<file path="src/dnbs_pkg.sv">
// Shared types, codes and helpers for the directional nearest box search.
package dnbs_pkg;

  localparam logic ACT_BEGIN = 1'b0;
  localparam logic ACT_CAND  = 1'b1;

  localparam logic [1:0] DIR_LEFT  = 2'd0;
  localparam logic [1:0] DIR_RIGHT = 2'd1;
  localparam logic [1:0] DIR_UP    = 2'd2;
  localparam logic [1:0] DIR_DOWN  = 2'd3;

  localparam int unsigned SCORE_W = 19;

  typedef struct packed {
    logic               action;
    logic [7:0]         item_id;
    logic signed [15:0] left_edge;
    logic signed [15:0] top_edge;
    logic [14:0]        box_width;
    logic [14:0]        box_height;
    logic [1:0]         direction;
    logic               visible;
    logic               last_candidate;
  } item_t;

  typedef struct packed {
    logic               found;
    logic [7:0]         best_id;
    logic [SCORE_W-1:0] hit_score;
  } result_t;

  // Reference window of the current query.
  typedef struct packed {
    logic signed [16:0] center_x;
    logic signed [16:0] center_y;
    logic [7:0]         identity;
    logic [1:0]         side;
  } ref_state_t;

  // edge + size/2, truncated
  function automatic logic signed [16:0] center_of(input logic signed [15:0] edge_pos,
                                                   input logic [14:0] size);
    logic signed [16:0] ext_edge;
    logic signed [16:0] half;
    ext_edge = {edge_pos[15], edge_pos};
    half     = $signed({3'b000, size[14:1]});
    return ext_edge + half;
  endfunction

endpackage

</file>
<file path="src/dnbs_score.sv">
// Scores one candidate box against the reference window.
module dnbs_score (
  input  dnbs_pkg::ref_state_t             ref_st,
  input  dnbs_pkg::item_t                  cand,
  output logic                             qualify,
  output logic [dnbs_pkg::SCORE_W-1:0]     score
);

  logic signed [16:0] cx;
  logic signed [16:0] cy;
  logic signed [17:0] dx;
  logic signed [17:0] dy;
  logic [17:0]        adx;
  logic [17:0]        ady;
  logic [17:0]        primary;
  logic [17:0]        secondary;
  logic               on_side;

  always_comb begin
    cx  = dnbs_pkg::center_of(cand.left_edge, cand.box_width);
    cy  = dnbs_pkg::center_of(cand.top_edge, cand.box_height);
    dx  = {cx[16], cx} - {ref_st.center_x[16], ref_st.center_x};
    dy  = {cy[16], cy} - {ref_st.center_y[16], ref_st.center_y};
    adx = dx[17] ? 18'(-dx) : 18'(dx);
    ady = dy[17] ? 18'(-dy) : 18'(dy);

    case (ref_st.side)
      dnbs_pkg::DIR_LEFT: begin
        on_side   = dx[17];
        primary   = adx;
        secondary = ady;
      end
      dnbs_pkg::DIR_RIGHT: begin
        on_side   = !dx[17] && (dx != 18'sd0);
        primary   = adx;
        secondary = ady;
      end
      dnbs_pkg::DIR_UP: begin
        on_side   = dy[17];
        primary   = ady;
        secondary = adx;
      end
      default: begin
        on_side   = !dy[17] && (dy != 18'sd0);
        primary   = ady;
        secondary = adx;
      end
    endcase

    // magnitudes stay below 2^17, so the sum fits without wrap
    score   = {1'b0, primary} + {secondary, 1'b0};
    qualify = on_side && cand.visible && (cand.item_id != ref_st.identity);
  end

endmodule

</file>
<file path="src/dnbs_best.sv">
// Query state: reference window and running best candidate.
module dnbs_best (
  input  logic                 clk,
  input  logic                 rst,
  input  logic                 step,
  input  dnbs_pkg::item_t      item,
  output logic                 emit,
  output dnbs_pkg::result_t    result
);

  dnbs_pkg::ref_state_t          ref_st;
  dnbs_pkg::ref_state_t          ref_st_next;
  logic                          have_best;
  logic                          have_best_next;
  logic [7:0]                    winner_id;
  logic [7:0]                    winner_id_next;
  logic [dnbs_pkg::SCORE_W-1:0]  winner_score;
  logic [dnbs_pkg::SCORE_W-1:0]  winner_score_next;
  logic                          qualify;
  logic [dnbs_pkg::SCORE_W-1:0]  score;

  dnbs_score u_score (
    .ref_st  (ref_st),
    .cand    (item),
    .qualify (qualify),
    .score   (score)
  );

  always_comb begin
    ref_st_next       = ref_st;
    have_best_next    = have_best;
    winner_id_next    = winner_id;
    winner_score_next = winner_score;
    if (item.action == dnbs_pkg::ACT_BEGIN) begin
      ref_st_next.center_x = dnbs_pkg::center_of(item.left_edge, item.box_width);
      ref_st_next.center_y = dnbs_pkg::center_of(item.top_edge, item.box_height);
      ref_st_next.identity = item.item_id;
      ref_st_next.side     = item.direction;
      have_best_next       = 1'b0;
      winner_id_next       = '0;
      winner_score_next    = '0;
    end else if (qualify && (!have_best || score < winner_score)) begin
      // strict compare: earliest candidate keeps a tie
      have_best_next    = 1'b1;
      winner_id_next    = item.item_id;
      winner_score_next = score;
    end
  end

  // winner fields are zero whenever nothing has qualified
  assign emit              = (item.action == dnbs_pkg::ACT_CAND) && item.last_candidate;
  assign result.found      = have_best_next;
  assign result.best_id    = winner_id_next;
  assign result.hit_score  = winner_score_next;

  always_ff @(posedge clk) begin
    if (rst) begin
      ref_st       <= '0;
      have_best    <= 1'b0;
      winner_id    <= '0;
      winner_score <= '0;
    end else if (step) begin
      ref_st       <= ref_st_next;
      have_best    <= have_best_next;
      winner_id    <= winner_id_next;
      winner_score <= winner_score_next;
    end
  end

  a_empty_is_zero: assert property (@(posedge clk) disable iff (rst)
    !have_best |-> (winner_id == 8'd0) && (winner_score == '0))
    else $error("winner fields nonzero with no best");

  a_begin_clears: assert property (@(posedge clk) disable iff (rst)
    step && (item.action == dnbs_pkg::ACT_BEGIN) |=> !have_best)
    else $error("begin did not clear best");

  a_score_monotonic: assert property (@(posedge clk) disable iff (rst)
    step && (item.action == dnbs_pkg::ACT_CAND) && have_best
      |=> have_best && (winner_score <= $past(winner_score)))
    else $error("best score grew within a query");

endmodule

</file>
<file path="src/directional_nearest_box_search_top.sv">
// Directional nearest box search: input register, scoring/update, result register.
// A result is registered as the last candidate advances out of the input register.
// One item per cycle unless the result stalls; scoring and update are combinational.
// A stalled result holds only emitting items; other items keep flowing past it.
// Reset (rst, synchronous): clears the query state, best choice and both valid flags.
module directional_nearest_box_search_top (
  input  logic                 clk,
  input  logic                 rst,
  input  logic                 item_valid,
  output logic                 item_ready,
  input  dnbs_pkg::item_t      item,
  output logic                 result_valid,
  input  logic                 result_ready,
  output dnbs_pkg::result_t    result
);

  logic                 stage_valid;
  dnbs_pkg::item_t      stage_item;
  logic                 stage_emit;
  logic                 advance;
  dnbs_pkg::result_t    next_result;

  dnbs_best u_best (
    .clk    (clk),
    .rst    (rst),
    .step   (advance),
    .item   (stage_item),
    .emit   (stage_emit),
    .result (next_result)
  );

  assign advance    = stage_valid && (!stage_emit || !result_valid || result_ready);
  assign item_ready = !stage_valid || advance;

  always_ff @(posedge clk) begin
    if (rst) begin
      stage_valid <= 1'b0;
    end else if (item_ready) begin
      stage_valid <= item_valid;
    end
  end

  always_ff @(posedge clk) begin
    if (item_valid && item_ready) begin
      stage_item <= item;
    end
  end

  always_ff @(posedge clk) begin
    if (rst) begin
      result_valid <= 1'b0;
    end else if (advance && stage_emit) begin
      result_valid <= 1'b1;
    end else if (result_ready) begin
      result_valid <= 1'b0;
    end
  end

  always_ff @(posedge clk) begin
    if (advance && stage_emit) begin
      result <= next_result;
    end
  end

endmodule

</file>
<file path="config.mk">
export PLATFORM = sky130hd
export DESIGN_NAME = directional_nearest_box_search_top
export DESIGN_NICKNAME = d
export VERILOG_FILES = /design/src/dnbs_pkg.sv /design/src/dnbs_score.sv /design/src/dnbs_best.sv /design/src/directional_nearest_box_search_top.sv
export SDC_FILE = /design/constraint.sdc
export NUM_CORES = 1
export LEC_CHECK = 0
export ABC_AREA = 1
export BUFFER_PORTS_ARGS = -buffer_cell sky130_fd_sc_hd__buf_2
export CORE_ASPECT_RATIO = 1.2
export CORE_MARGIN = 8
export CORE_UTILIZATION = 61
export DETAILED_ROUTE_END_ITERATION = 12
export GPL_ROUTABILITY_DRIVEN = 0
export PLACE_DENSITY = 0.8
export SLEW_MARGIN = 20
export SYNTH_ARGS = -nofsm -noshare
export SYNTH_HDL_FRONTEND = slang
export SYNTH_SLANG_ARGS = --single-unit
</file>
<file path="constraint.sdc">
create_clock -name clk -period 8.5 [get_ports clk]
set_input_delay 0.85 -clock clk [delete_from_list [all_inputs] [get_ports clk]]
set_output_delay 0.85 -clock clk [all_outputs]
set_load 0.01 [all_outputs]
</file>
; After elaboration in Yosys (flattened, before gate mapping)
; Index checks and enable logic that the tools add are counted.
[word_totals]
in_bits = 79
register_bits = 177
output_inout_bits = 30
elab_cells = 71
[classes]
order_cmp = 1
eq_ne = 3
bitwise_logic = 1
n_mux = 13
n_addsub = 7
n_reduce_logical = 25
[op_table]
columns = op, n
row1 = two-way mux 18 bit, 4
row2 = two-way mux 19 bit, 2
row3 = negator 18 bit, 2
row4 = nonzero test 18 bit, 2
row5 = subtractor 17 x 17 -> 18 bit, 2
row6 = adder 16 x 15 -> 17 bit, 2
row7 = adder 18 x 19 -> 19 bit, 1
row8 = < comparator 19 bit, 1
row9 = two-way mux 8 bit, 2
row10 = logical AND 1 bit, 9
row11 = != test 8 bit, 1
row12 = zero test 1 bit, 6
row13 = logical OR 1 bit, 4
row14 = two-way mux 1 bit, 4
row15 = one-hot mux 1 bit (3 select lines), 1
row16 = "equality test 2 x 1 -> 1 bit, second input constant", 1
row17 = "equality test 2 bit, second input constant", 1
row18 = zero test 2 bit, 1
row19 = AND reduction 2 bit, 1
row20 = nonzero test 2 bit, 1
row21 = OR reduction 2 bit, 1
row22 = inverter 1 bit, 1

; Longest topological paths before layout
[depth]
word_depth = 11
mapped_depth = 57
ltp_nobuf = 55

; Hierarchy
; From an unflattened synthesis, not the netlist that was laid out.
[hier_totals]
hier_cells = 1908
area_unflattened_um2 = 14000.9
[by_module_without_submodules]
columns = mod, cells_per_inst, n_inst, seq_area_each_um2, area_per_inst_um2
row1 = dnbs_score, 1027, 1, 0.0, 5561.6
row2 = dnbs_best, 760, 1, 1441.4, 5227.5
row3 = directional_nearest_box_search_top, 121, 1, 3133.0, 3211.8

; Worst setup path before layout
; No wires, ideal clock.
[synth_timing]
path_type = register to register
startpoint = register stage_item[21] (netlist bit)
endpoint = register result[15] (netlist bit), data pin
t_arrival_ns = 7.038
setup_slack_ns = 1.211
required_ns = 8.249
setup_ns = 0.251
path_buffers = 2
stages_incl_launch_ff = 53
period_less_slack_ns = 7.289
path_cell_list = edfxtp_1 -> ha_1 -> a21o_1 -> a21oi_1 -> o21ai_0 -> nand2_1 -> nand2_1 -> a21oi_1 -> o21ai_0 -> nand2_1 -> nand2_1 -> nand2_1 -> nand3b_1 -> nand2_1 -> inv_1 -> ha_1 -> nand2_2 -> inv_2 -> [17 not listed] -> a21boi_0 -> o21ai_0 -> nand2_1 -> nand2_1 -> xnor2_1 -> inv_1 -> ha_1 -> nand4_1 -> a21oi_1 -> a2111oi_0 -> nand3_1 -> nand2_1 -> inv_1 -> nor2_8 -> buf_12 -> nand2_4 -> nand3_2 -> inv_1
[synth_lines]
columns = item, line_no
row1 = from (decl), directional_nearest_box_search_top.sv:18  ; dnbs_pkg::item_t stage_item;
row2 = from (signal assigned), directional_nearest_box_search_top.sv:45  ; stage_item <= item;
row3 = to (signal assigned), directional_nearest_box_search_top.sv:61  ; result <= next_result;
row4 = to (decl), directional_nearest_box_search_top.sv:14  ; output dnbs_pkg::result_t result

==> flow_summary.yaml <==
grt:
  antenna_found_initial: 0
  grt_max_degree: 74
  grt.total_usage_pct: 20.10
  grt_pass1_wl_mm: 43.71
  grt_pass1_vias: 10035
  grt_overflow: 0
cts:
  cts_buffers: 17
  clock_path_buffers: 2
  htreeDepth: 4
  cts_tree: "yes"
  clkSinkCount: 175
  cts-root-buf: "clkbuf_16"
  clk_latency_ns: 0.44
  clk_pin_slew_ns: 0.07
synth:
  synth-main-ff-cell: "edfxtp_1"
  synth-simple-area-share_pct: 25.04
  synthAdderAreaFrac_pct: 10.72
  async_flop_share_pct: 0
  syn_area_per_cell_sq_um: 7.819
  yosys-top-cells-area: "edfxtp_1, dfxtp_1, nand2_1"
  yosysSeqAreaShare_pct: 35.48
  syn_area_sq_um: 12720
  synth_seq_cells: 175
  synth_top_area_share_pct: 23.84
  synth.net_count: 1812
  yosysTopAreaCell: "edfxtp_1"
  synthDistinctLibCells: 59
  synth_xor_area_share_pct: 5.488
  synth_top_family_by_area: "simple AND/OR/NAND/NOR gates"
  synth-compound-area-share_pct: 12.86
  synthCells: 1627
  synth.area.mux_share_pct: 0.07868
  ys_warn_count: 0
  synth_edf_count: 101
route:
  wl_per_cell_um: 13.00
  postRouteAntennaNets: 0
  vias: 10574
  drt_iter0_markers: 606
  routed_wl_mm: 26.28
  drc_errors: 0
  via_per_inst: 5.229
  firstDrtPassIters: 5
placed_design:
  placed_area_sq_um: 13550
  dpl.cell_count: 1987
  dp_slack_ns: 0.3802
  dpl.hpwl_mm: 19.54
  port_buffers: 106
run:
  maxCapViolCount: 0
die:
  die_w_um: 147.8
  rows: 58
  initial_utilization_pct: 61.51
  ioPinCount: 109
  die_area_sq_um: 25750
  core_region_area_sq_um: 20680
  dieHeight_um: 174.2
timing:
  tightest_slew_ns: 1.100
  period_share_pct: 92.74
  final_max_slew_viol_count: 0
  finalClockSkew_ns: 0.01136
  hold_viol: 0
  setup_viol: 0
  fin_crit_ns: 7.883
  timing.fmax_ghz: 0.1269
  slew_headroom_pct: 26.59
  worst_slack_ns: 0.6174
  hold_slack_ns: 0.4899
layout:
  final_common_cell: "nand2_1"
  drive_gt1_share_pct: 17.01
  finish.net_count: 1924
  diodes: 0
  stdcell_area_sq_um: 14240
  final_cell_mix: "nand2_1, inv_1, o21ai_0"
  utilization_pct: 68.87
  area_delta_synth_final_pct: 11.96
  fin_cells: 2022
power:
  cellPowerDensity_nw_per_um2: 337.8
  ir_drop_mv: 0.2438
  leakage_nw: 6.971
worst_setup_path:
  cp-end-kind: "flop"
  slowest_stage: "fa_1"
  crit_arrival_ns: 8.08
  slowest_delay_ns: 0.40
  crit_type: "reg2reg"
  cp_data_required_time_ns: 8.70
  startpoint_type: "flop"
  path_max_fanout: 10
run_status:
  status: "completed"
worst_hold_path:
  hold_class: "reg2reg"
cell usage after synthesis (3+ instances only):
library cell / count
nand3_4: 3
nor2_1: 68
xnor2_1: 16
a21oi_2: 22
edfxtp_1: 101
clkinv_1: 3
nand2_4: 25
buf_1: 3
inv_1: 284
nor3_1: 16
buf_6: 3
a21o_1: 4
ha_1: 101
a21oi_1: 97
o211ai_1: 3
o21ai_0: 118
xor2_1: 60
a211oi_1: 3
o21bai_1: 5
nand3b_1: 14
nand2_2: 27
nand2_1: 388
dfxtp_1: 74
nand3_2: 27
nand4_1: 12
nand3_1: 50
and2_1: 4
nor2_4: 6
o2111ai_1: 5
a31oi_1: 4
fa_1: 5
o22ai_1: 17
clkbuf_1: 19
inv_2: 10
kinds of logic (layout without fill, tap and decap cells):
| kind of cell | after synthesis | in the layout |
|---|---|---|
| AOI/OAI and AO/OA | 288 | 288 |
| xor gates and xnor gates | 78 | 78 |
| adders and majority gates | 106 | 106 |
| buffers and inverters | 329 | 454 |
| DFF | 175 | 175 |
| muxes | 1 | 1 |
| and+or+nand+nor | 650 | 650 |
through the flow:
| step | total power [W] | TNS (ns) |
|---|---|---|
| after floorplan | 0.003226 | 0 |
| after global placement | 0.003737 | 0 |
| after detailed placement | 0.003817 | 0 |
| after CTS | 0.004709 | 0 |
| after global routing | 0.005252 | -0.01408 |
| final | 0.004812 | 0 |
repair_timing:
item,in CTS,in global routing
setup buffers,0,3
resized for setup,0,22
endpoints found under the setup margin,0,54
endpoints found under the hold margin,0,0
hold buffers,0,0
final cells by class:
cell class / instances / area, sq um
clock buffers: 19 / 442.9
clock inverters: 13 / 173.9
fillers: 1672 / 6439
inverters: 298 / 1124
multi-input cells: 1123 / 6948
flip-flops and latches: 175 / 4514
well taps: 270 / 337.8
repair buffers: 124 / 703.2
registers in the layout, summed over array words and instances (netlist names):
| signal | cells |
|---|---|
| stage_valid | 1 |
| u_best.winner_score | 19 |
| u_best.winner_id | 8 |
| result_valid | 1 |
| u_best.have_best | 1 |
| u_best.ref_st | 44 |
| result | 28 |
| stage_item | 73 |
per-layer routing:
metal  vias to the layer above  GRT usage [%]  part of all wire (%)  wire, um
met5                         -              0                     0         0
met4                         0          8.897                   2.8       741
met2                       250          36.35                    51     13280
met3                        60          3.096                   4.2      1099
met1                      4753          22.85                    42     11150
li1                       5511              -                     -         -
path summary, 6_finish.rpt:
kind                           from                end  slack, ns  cells after the start
setup / recovery     stage_item[20]         result[10]       0.62                     42
hold / removal    u_best.ref_st[21]  u_best.ref_st[21]       0.49                      2
setup reg to reg     stage_item[20]         result[10]       0.62                     42
hold reg to reg   u_best.ref_st[21]  u_best.ref_st[21]       0.49                      2
worst max-delay path: cells and delay by family (launching register included):
family	cells	cell delay, ns
xor+xnor	2	0.52
flops	1	0.37
fa+ha+maj	5	1.60
compound gates	15	2.85
buf+inv	7	0.68
simple gates	13	1.60
report_power, final:
part	switching, W	total [W]	internal [W]
clock	0.000373	0.000829	0.000457
combinational	0.00186	0.00302	0.00115
sequential	0.0000171	0.000967	0.000950
Note: power is estimated with default switching activity, not from simulation.
